**src/hdl/vcr_pkg.sv**
```systemverilog
// ----------------------------------------------------------------------------
// vcr_pkg
// shared types, codes and helpers of the video controller register block
// ----------------------------------------------------------------------------
package vcr_pkg;

  localparam int unsigned VramAddrW = 16;
  localparam int unsigned PramAddrW = 10;
  localparam int unsigned DataW     = 8;

  typedef enum logic [3:0] {
    OP_VRAM_RD = 4'd0,
    OP_VRAM_WR = 4'd1,
    OP_PAL_RD  = 4'd2,
    OP_PAL_WR  = 4'd3,
    OP_CTRL_WR = 4'd4,
    OP_HPOS_RD = 4'd5,
    OP_VPOS_RD = 4'd6,
    OP_IRQ_CLR = 4'd7,
    OP_VBLANK  = 4'd8,
    OP_BEAM    = 4'd9,
    OP_COLLIDE = 4'd10
  } vcr_op_e;

  typedef enum logic [1:0] {
    SRC_NONE   = 2'd0,
    SRC_VRAM   = 2'd1,
    SRC_PRAM   = 2'd2,
    SRC_DIRECT = 2'd3
  } vcr_src_e;

  typedef struct packed {
    logic [3:0] opcode;
    logic [8:0] offset;
    logic [7:0] write_data;
    logic [7:0] row_select;
    logic [8:0] beam_line;
    logic [8:0] beam_x;
  } vcr_cmd_t;

  typedef struct packed {
    logic [7:0] read_data;
    logic       firq_line;
    logic [3:0] rom_bank;
    logic       visible_bank;
    logic       color_valid;
    logic [7:0] color_index;
    logic [7:0] red;
    logic [7:0] green;
    logic [7:0] blue;
  } vcr_result_t;

  // memory requests issued when a word is taken
  typedef struct packed {
    logic                 vram_we;
    logic [VramAddrW-1:0] vram_addr;
    logic                 pram_we;
    logic [PramAddrW-1:0] pram_waddr;
    logic [PramAddrW-1:0] pram_raddr;
    logic [DataW-1:0]     wdata;
  } vcr_mem_req_t;

  // decoded word waiting for its memory data
  typedef struct packed {
    logic       valid;
    vcr_src_e   src;
    logic [7:0] direct_data;
    logic       color_valid;
    logic [7:0] color_index;
    logic [7:0] write_data;
    logic       high_written;
    logic       firq_line;
    logic [3:0] rom_bank;
    logic       visible_bank;
  } vcr_stage_t;

  function automatic logic [7:0] expand5(input logic [4:0] c);
    expand5 = {c, c[4:2]};
  endfunction

endpackage

```
**src/hdl/vcr_regs.sv**
```systemverilog
// ----------------------------------------------------------------------------
// vcr_regs
// command decode, control and interrupt registers, memory requests
// ----------------------------------------------------------------------------
module vcr_regs
  import vcr_pkg::*;
(
  input  logic         clk_i,
  input  logic         rst_ni,
  input  logic         accept_i,
  input  vcr_cmd_t     cmd_i,
  output vcr_mem_req_t req_o,
  output vcr_stage_t   stage_o
);

  logic       irq_en_q, irq_en_d;
  logic       irq_sel_q, irq_sel_d;
  logic       acc_bank_q, acc_bank_d;
  logic       shown_bank_q, shown_bank_d;
  logic [3:0] cpu_bank_q, cpu_bank_d;
  logic       vblank_q, vblank_d;
  logic       beam_q, beam_d;
  logic [7:0] latch_q, latch_d;

  logic [9:0] x_plus;
  logic [8:0] x_half;
  logic [7:0] x_conv;

  vcr_stage_t stage_d, stage_q;

  assign x_plus = {1'b0, cmd_i.beam_x} + 10'd1;
  assign x_half = x_plus[9:1];
  assign x_conv = (x_half[7:0] + 8'd3) ^ 8'h02;

  always_comb begin
    irq_en_d     = irq_en_q;
    irq_sel_d    = irq_sel_q;
    acc_bank_d   = acc_bank_q;
    shown_bank_d = shown_bank_q;
    cpu_bank_d   = cpu_bank_q;
    vblank_d     = vblank_q;
    beam_d       = beam_q;
    latch_d      = latch_q;

    req_o.vram_we    = 1'b0;
    req_o.vram_addr  = {cmd_i.row_select, 8'h00} + {7'd0, cmd_i.offset};
    req_o.pram_we    = 1'b0;
    req_o.pram_waddr = {acc_bank_q, cmd_i.offset};
    req_o.pram_raddr = {acc_bank_q, cmd_i.offset};
    req_o.wdata      = cmd_i.write_data;

    stage_d              = '0;
    stage_d.valid        = accept_i;
    stage_d.src          = SRC_NONE;
    stage_d.color_index  = cmd_i.offset[8:1];
    stage_d.write_data   = cmd_i.write_data;
    stage_d.high_written = ~cmd_i.offset[0];

    unique case (cmd_i.opcode)
      OP_VRAM_RD: stage_d.src = SRC_VRAM;
      OP_VRAM_WR: req_o.vram_we = accept_i;
      OP_PAL_RD:  stage_d.src = SRC_PRAM;
      OP_PAL_WR: begin
        req_o.pram_we       = accept_i;
        req_o.pram_raddr    = {acc_bank_q, cmd_i.offset[8:1], ~cmd_i.offset[0]};
        stage_d.color_valid = (acc_bank_q == shown_bank_q);
      end
      OP_CTRL_WR: begin
        cpu_bank_d   = cmd_i.write_data[7:4];
        irq_en_d     = cmd_i.write_data[3];
        irq_sel_d    = cmd_i.write_data[2];
        acc_bank_d   = cmd_i.write_data[1];
        shown_bank_d = cmd_i.write_data[0];
      end
      OP_HPOS_RD: begin
        beam_d              = 1'b0;
        stage_d.src         = SRC_DIRECT;
        stage_d.direct_data = latch_q;
      end
      OP_VPOS_RD: begin
        stage_d.src         = SRC_DIRECT;
        stage_d.direct_data = cmd_i.beam_line[8] ? 8'hff : cmd_i.beam_line[7:0];
      end
      OP_IRQ_CLR: vblank_d = 1'b0;
      OP_VBLANK:  vblank_d = 1'b1;
      OP_BEAM: begin
        if (irq_sel_q && irq_en_q) begin
          beam_d = 1'b1;
        end
        latch_d = x_conv;
      end
      OP_COLLIDE: begin
        if (!irq_sel_q && irq_en_q) begin
          beam_d = 1'b1;
        end
        latch_d = x_conv;
      end
      default: ;
    endcase

    stage_d.firq_line    = vblank_d | (irq_en_d & beam_d);
    stage_d.rom_bank     = cpu_bank_d;
    stage_d.visible_bank = shown_bank_d;
  end

  always_ff @(posedge clk_i or negedge rst_ni) begin
    if (!rst_ni) begin
      irq_en_q     <= 1'b0;
      irq_sel_q    <= 1'b0;
      acc_bank_q   <= 1'b0;
      shown_bank_q <= 1'b0;
      cpu_bank_q   <= '0;
      vblank_q     <= 1'b0;
      beam_q       <= 1'b0;
      latch_q      <= '0;
      stage_q      <= '0;
    end else begin
      stage_q <= stage_d;
      if (accept_i) begin
        irq_en_q     <= irq_en_d;
        irq_sel_q    <= irq_sel_d;
        acc_bank_q   <= acc_bank_d;
        shown_bank_q <= shown_bank_d;
        cpu_bank_q   <= cpu_bank_d;
        vblank_q     <= vblank_d;
        beam_q       <= beam_d;
        latch_q      <= latch_d;
      end
    end
  end

  assign stage_o = stage_q;

endmodule

```
**config.mk**
```make
export PLATFORM = sky130hd
export DESIGN_NAME = vcr_regs
export DESIGN_NICKNAME = d
export VERILOG_FILES = /design/src/hdl/vcr_pkg.sv /design/src/hdl/vcr_regs.sv
export SDC_FILE = /design/constraint.sdc
export NUM_CORES = 1
export LEC_CHECK = 0
export BUFFER_PORTS_ARGS = -buffer_cell sky130_fd_sc_hd__buf_2
export CELL_PAD_IN_SITES_DETAIL_PLACEMENT = 1
export CELL_PAD_IN_SITES_GLOBAL_PLACEMENT = 1
export CORE_ASPECT_RATIO = 1.4
export CORE_MARGIN = 2
export CORE_UTILIZATION = 35
export CTS_BUF_LIST = sky130_fd_sc_hd__clkbuf_8
export CTS_CLUSTER_SIZE = 16
export DETAILED_ROUTE_END_ITERATION = 10
export GPL_TIMING_DRIVEN = 0
export MAX_ROUTING_LAYER = met4
export PLACE_DENSITY = 0.85
export SETUP_SLACK_MARGIN = 0.3
export SLEW_MARGIN = 20
export SYNTH_ARGS = -nofsm -noshare
export SYNTH_HDL_FRONTEND = slang
export SYNTH_SLANG_ARGS = --single-unit
```
**constraint.sdc**
```tcl
create_clock -name clk_i -period 1.5 [get_ports clk_i]
set_clock_uncertainty 0.1 [all_clocks]
set_input_delay 0 -clock clk_i [delete_from_list [all_inputs] [get_ports clk_i]]
set_output_delay 0 -clock clk_i [all_outputs]
set_load 0.1 [all_outputs]
```
==> flow_metrics.tcl, run 1 <==
set metrics [dict create \
    hold_path_class "in -> reg" \
    final_number_of_max_transition_violations 0 \
    seq_power_share_pct 35.2 \
    netlist-cell-type-count 51 \
    design.core.area_sq_mm 0.00765 \
    setup_tns_ps 0 \
    grt.overflow.total 0 \
    port_buffers 125 \
    power_density_mw_per_mm2 1090 \
    flop2flop_setup_slack_ps 250 \
    netlist_area_before_placement_sq_mm 0.00273 \
    critical_path_peak_fanout 3 \
    num_rows 38 \
    grt_first_pass_wirelength_microns 14000 \
    dp.final_hpwl_microns 5720 \
    async_reset_ff_share_pct 100 \
    cp_data_arrival_time_ps 1350 \
    antenna_found_initial 1 \
    placement.setup.worst_slack_ps -86.2 \
    detail_route.drc_violations 0 \
    power.combinational.fraction_pct 44.3 \
    clock_tree.buffer_depth 2 \
    routed_wirelength_microns 8950 \
    postRouteAntennaNets 0 \
    fin_ws_ps 247 \
    hold_depth 3 \
    rsz0062_at_grt "true" \
    synth-seq-cells 53 \
    launch_instance_of_the_worst_register_to_register_path "irq_sel_q" \
    element_type_at_the_critical_path_start "flop" \
    place.gp.congestion 0.818 \
    cts_num_sinks 53 \
    cts_tree "yes" \
    critical_path_capture_point_type "flop" \
    cts_buffers 5 \
    critical_path.max_stage_delay_ps 420 \
    drt_iter0_markers 89 \
    syn_area_per_cell_sq_um 10.6 \
    drt-pass1-iter-count 4 \
    routed_wire_length_per_instance_microns 16.8 \
    fraction_of_layout_cells_with_a_size_suffix_above_1_pct 55.3 \
    final.min_clock_period_ps 1250 \
    setup_violations 0 \
    cts_max_level 2 \
    average_vias_per_placed_instance 4.71 \
    floorplan.io_pins 131 \
    timing.reg2reg.worst_path_depth 4 \
    clkSlewWorstSetupHoldPaths_ps 90 \
    final_util_pct 58.6 \
    report.final.hold_viol_count 0 \
    switching_power_w 0.00212 \
    cell_internal_pwr_w 0.00276 \
    cp_cell_instances "nand3b_1 -> o21ai_1 -> and4b_1 -> a22o_1" \
    areaGrowthSynthToFinish_pct 64.4 \
    hold-worst-slack_ps 16.1 \
    fmax_mhz 798 \
    worstPathRequired_ps 1600 \
    initial_core_util_pct 35.6 \
    run_status "finished, final reports clean" \
    fp.dieArea_sq_mm 0.00853 \
    clkLatencyLatePin_ps 300 \
    grt_pass1_vias 2787 \
    vdd.ir_drop.worst_v 0.000456 \
    die_width_microns 78.6 \
    grt_start_max_net_pins 54 \
    synthCells 257 \
    dominantRegCellSynth "dfrtp_1" \
    worst_hold_path.endpoint "stage_o[25]" \
    ys.warnings.count 0 \
    crit_type "reg -> reg" \
    synth_enable_flop_cells 0 \
    detailroute.via_count 2513 \
    rr_endpoint "beam_q" \
    dieHeight_microns 108 \
    max_cap_viol_count 0 \
    grtUsageTotal_pct 21.4 \
    clock_tree.root_cell "clkbuf_8" \
    min_from "cmd_i[17]" \
    power_switching_share_pct 43.4 \
    clock_power_share_pct 20.5 \
    seq_area_frac_synth_pct 48.6 \
    total_leakage_power_nw 2.14 \
    worst-slew-pin-transition_ps 671 \
    worst-path-buf-inv 0 \
    critPathTopFamily "flip-flops" \
    postSynthNetCount 311 \
    finalNetCount 485 \
    timing.final.crit_share_pct 83.6 \
    worst_path_max_delay_cell "dfrtp_1" \
    max-slew-margin-rel_pct 55.3 \
]
timing repair:
action                                  in CTS  in global routing
pin swaps                                    8                  9
resized for setup                           29                 32
endpoints found under the setup margin      15                 32
hold buffers                                35                  0
buffers inserted                             6                  1
endpoints found under the hold margin       99                  0
power groups by stage:
| stage | Clock, W | Sequential [W] | Combinational, W |
|---|---|---|---|
| finish | 0.000999 | 0.00171 | 0.00216 |
| global route | 0.00107 | 0.00174 | 0.00225 |
| CTS | 0.00101 | 0.00171 | 0.00209 |
| detailed placement | 0 | 0.00174 | 0.00195 |
| global placement | 0 | 0.00172 | 0.00191 |
| floorplan | 0 | 0.00225 | 0.00106 |
cells in the mapped netlist (2+ instances only):
library cell / instances / area, sq um
nand2_1: 23 / 86.3
o211ai_1: 2 / 15.0
xnor2_1: 12 / 105
a21oi_1: 5 / 25.0
and3_1: 3 / 18.8
or3_1: 2 / 12.5
nand3b_1: 3 / 22.5
ha_1: 4 / 50.1
buf_4: 38 / 285
o21a_1: 2 / 15.0
xor2_1: 5 / 43.8
nor3_1: 4 / 20.0
buf_2: 6 / 30.0
nor2_1: 12 / 45.0
mux2_2: 14 / 158
nand3_1: 12 / 60.1
inv_1: 4 / 15.0
dfrtp_1: 53 / 1330
o21ai_0: 16 / 80.1
nand2b_1: 3 / 18.8
a21oi_2: 2 / 17.5
o21ai_1: 3 / 15.0
cell usage in the layout (no fill, tap or decap), types with 2 or more instances in the layout:
master | netlist | routed
buf_2 | 6 | 101
dfrtp_1 | 53 | 53
buf_4 | 38 | 48
dlygate4sd3_1 | 0 | 35
nand2_1 | 23 | 22
o21ai_0 | 16 | 14
mux2_2 | 14 | 13
clkbuf_4 | 0 | 12
nor2_1 | 12 | 10
nand3_1 | 12 | 8
buf_8 | 0 | 7
xnor2_1 | 12 | 6
clkbuf_8 | 0 | 6
buf_6 | 0 | 5
xnor2_4 | 0 | 5
a21oi_1 | 5 | 4
inv_1 | 4 | 4
o21ai_1 | 3 | 4
nand3_2 | 1 | 3
nand3b_1 | 3 | 3
xor2_1 | 5 | 3
ha_4 | 0 | 3
buf_12 | 0 | 3
nand2b_1 | 3 | 2
nand2b_4 | 1 | 2
xor2_4 | 0 | 2
and3_2 | 1 | 2
nand3_4 | 0 | 2
a21oi_2 | 2 | 2
nor3_1 | 4 | 2
o211ai_1 | 2 | 2
o21a_1 | 2 | 2
nor3_2 | 0 | 2
area by class of cell:
| cell class | instances | area (sq um) |
|---|---|---|
| Fill cell | 864 | 3170 |
| Multi-Input combinational cell | 154 | 1370 |
| Sequential cell | 53 | 1330 |
| Timing Repair Buffer | 167 | 1180 |
| Buffer | 46 | 354 |
| Tap cell | 100 | 125 |
| Clock buffer | 6 | 82.6 |
| Clock inverter | 2 | 33.8 |
| Inverter | 4 | 15.0 |
| Antenna cell | 1 | 2.50 |
how the worst max path moves through the flow:
| stage | start | endpoint | slack, ps | cells after the start |
|---|---|---|---|---|
| final | irq_sel_q | beam_q | 250 | 4 |
| after global routing | irq_sel_q | beam_q | 180 | 4 |
| after CTS | cmd_i[44] | req_o[8] | 250 | 6 |
| after detailed placement | cmd_i[0] | latch_q[6] | -90 | 8 |
| after global placement | cmd_i[44] | req_o[8] | -10 | 6 |
| after floorplan | cmd_i[45] | req_o[45] | 50 | 3 |
layer usage:
layer | up-vias | wire, microns | track usage [%]
met5 | - | 0 | -
met4 | 0 | 221 | 7.77
met3 | 15 | 264 | 2.34
met2 | 77 | 5440 | 41.7
met1 | 1228 | 3030 | 21.6
li1 | 1193 | - | -
tightest hold or removal path, cell delays in order:
cell and delay [ps]:
buf_1 170, nor2_1 130, o21ai_0 80
sequential cells by signal, summed over array words and instances, names as in the netlist:
signal / cells
shown_bank_q: 1
beam_q: 1
irq_en_q: 1
vblank_q: 1
acc_bank_q: 1
stage_o: 35
latch_q: 8
cpu_bank_q: 4
irq_sel_q: 1
logic make-up (layout without fill, tap and decap cells):
kind of cell | count (synthesis) | count (layout) | share of synthesized area, %
DFF | 53 | 53 | 48.6
other | 0 | 1 | 0
buffers and inverters | 50 | 225 | 12.4
adders and majority gates | 4 | 4 | 1.83
AOI/OAI and AO/OA | 41 | 41 | 9.82
muxes | 15 | 15 | 6.15
and+or+nand+nor | 77 | 77 | 15.7
xor gates and xnor gates | 17 | 17 | 5.46
through the flow:
stage	power, W	cells	instance area, sq um
after global placement	0.00363	482	3760
after CTS	0.00481	531	4380
final	0.00487	533	4490
after detailed placement	0.00369	482	3760
after floorplan	0.00331	257	3010
after global routing	0.00505	533	4490
Power figures use the tool's default switching activity.
==> inputs of run 2 (changes only) <==
==> constraint.sdc (replaced) <==
create_clock -name clk_i -period 1.25 [get_ports clk_i]
set_clock_uncertainty 0.1 [all_clocks]
set_input_delay 0 -clock clk_i [delete_from_list [all_inputs] [get_ports clk_i]]
set_output_delay 0 -clock clk_i [all_outputs]
set_load 0.1 [all_outputs]
==> run 2 against run 1 <==
  * Register-to-register slack worse by 300 ps
  * Worst hold slack worse by 260 ps
  * Critical path type is now in -> reg
  * Combinational power up 52%
  * Clock power up 32%
  * Via count up 9.8%
  * Flip-flop and latch count unchanged
  * Core utilization up 14 points
  * Design area up 24%
  * Setup slack worse by 410 ps
  * The run now ends with hold timing, setup timing left
==> flow_metrics.tcl, run 2 (same netlist as run 1, synthesis figures left out) <==
set metrics [dict create \
    average_vias_per_placed_instance 5.03 \
    rsz0062_at_grt "true" \
    vdd.ir_drop.worst_v 0.000973 \
    initial_core_util_pct 35.6 \
    fin_ws_ps -167 \
    final_number_of_max_transition_violations 0 \
    run_status "finished with violations" \
    grt_start_max_net_pins 54 \
    grt_pass1_vias 2858 \
    critical_path.max_stage_delay_ps 290 \
    max_cap_viol_count 0 \
    clock_tree.root_cell "clkbuf_8" \
    worstPathRequired_ps 1380 \
    worst-slew-pin-transition_ps 511 \
    drt-pass1-iter-count 4 \
    cts_num_sinks 53 \
    dieHeight_microns 108 \
    flop2flop_setup_slack_ps -50 \
    path_common_cell "buf_8" \
    cp_cell_instances "buf_8 -> ha_4 -> buf_8 -> a21boi_0 -> o211ai_1 -> a21oi_4 -> a311oi_2 -> o31ai_2" \
    dp.final_hpwl_microns 5950 \
    critical_path_peak_fanout 5 \
    place_inst 482 \
    crit_type "in -> reg" \
    clkSlewWorstSetupHoldPaths_ps 100 \
    fp.dieArea_sq_mm 0.00853 \
    critPathTopFamily "compound AO/OA/AOI/OAI gates" \
    total_leakage_power_nw 2.53 \
    cts_buffers 5 \
    die_width_microns 78.6 \
    fill_cells 708 \
    areaGrowthSynthToFinish_pct 104 \
    timing.final.crit_share_pct 113 \
    cp_data_arrival_time_ps 1550 \
    grt.overflow.total 0 \
    hold-worst-slack_ps -244 \
    floorplan.io_pins 131 \
    max-slew-margin-rel_pct 65.9 \
    detailroute.via_count 2759 \
    antenna_found_initial 0 \
    cts_tree "yes" \
    fmax_mhz 706 \
    antenna_diodes 0 \
    cts_max_level 2 \
    port_buffers 125 \
    largest_register_ff_count 35 \
    grtUsageTotal_pct 25.5 \
    most_used_cells_in_the_layout_excluding_fill_and_tap_cells "buf_2, buf_4, buf_12, dfrtp_2, dlygate4sd3_1" \
    design.core.area_sq_mm 0.00765 \
    detail_route.drc_violations 0 \
    finalNetCount 501 \
    failed_checks "hold timing, setup timing" \
    final.min_clock_period_ps 1420 \
    element_type_at_the_critical_path_start "input port" \
    postRouteAntennaNets 0 \
    report.final.hold_viol_count 2 \
    routed_wirelength_microns 13800 \
    fraction_of_layout_cells_with_a_size_suffix_above_1_pct 68.3 \
    worst_path_max_delay_cell "o31ai_2" \
    grt_first_pass_wirelength_microns 15800 \
    routed_wire_length_per_instance_microns 25.1 \
    setup_violations 4 \
    place.gp.congestion 0.830 \
    hold_path_class "in -> reg" \
    clkLatencyLatePin_ps 340 \
    count_of_placed_standard_cells_in_the_final_layout_fillers_left_out 548 \
    final_common_cell "buf_2" \
    worst-path-buf-inv 2 \
    power_density_mw_per_mm2 1210 \
    critical_path_capture_point_type "flop" \
    clock_tree.buffer_depth 2 \
    placement.setup.worst_slack_ps -297 \
    num_rows 38 \
    drt_iter0_markers 129 \
]
run 2: cell types whose count changed in the layout (fill, tap and decap cells not counted), moves of 12 or more:
cell,before,now
dfrtp_2,0,35
mux2_4,1,13
mux2_2,13,1
buf_2,101,67
dfrtp_1,53,18
buf_12,3,50
run 2: per-layer routing:
metal / global-route usage (%) / wire (microns)
met3: 4.17 / 498
met5: - / 0
met2: 50.3 / 8060
met4: 10.0 / 585
met1: 24.0 / 4630
run 2: timing repair:
item | in CTS | in global routing
hold buffers | 30 | 1
resized for setup | 143 | 107
setup endpoints to repair | 69 | 103
gates cloned | 1 | 0
hold endpoints to repair | 101 | 5
buffers inserted | 9 | 17
pin swaps | 22 | 16
run 2: area by class of cell:
cell class	instances	area [sq um]	area share [%]
Sequential cell	53	1370	24.6
Multi-Input combinational cell	154	1540	27.7
Inverter	4	15.0	0.269
Tap cell	100	125	2.25
Clock buffer	6	82.6	1.48
Buffer	46	415	7.45
Timing Repair Buffer	183	1980	35.6
Clock inverter	2	37.5	0.674
run 2: metrics by stage:
step	instance area, sq um	utilization (%)	setup TNS (ps)	power [W]
after CTS	4950	64.7	0	0.00621
after global routing	5570	72.8	-561	0.00695
after floorplan	3170	-	-514	0.00406
after global placement	3930	51.3	-3480	0.00444
after detailed placement	3930	51.3	-4610	0.00451
final	5570	72.8	-290	0.00677
run 2: path summary, 6_finish.rpt:
kind | cells after the start | to | start
hold / removal | 2 | stage_o[32] | cmd_i[46]
setup reg to reg | 5 | stage_o[5] | irq_sel_q
hold reg to reg | 2 | latch_q[5] | latch_q[5]
max in group asynchronous | 2 | stage_o[31] | rst_ni
setup / recovery | 8 | latch_q[6] | cmd_i[1]
min in group asynchronous | 2 | stage_o[12] | rst_ni
run 2: where the power goes:
group / internal (W) / leakage (nW) / switching (W)
logic: 0.00122 / 1.86 / 0.00206
registers: 0.00196 / 0.610 / 0.000210
clock network: 0.000653 / 0.0574 / 0.000668
total: 0.00384 / 2.53 / 0.00293
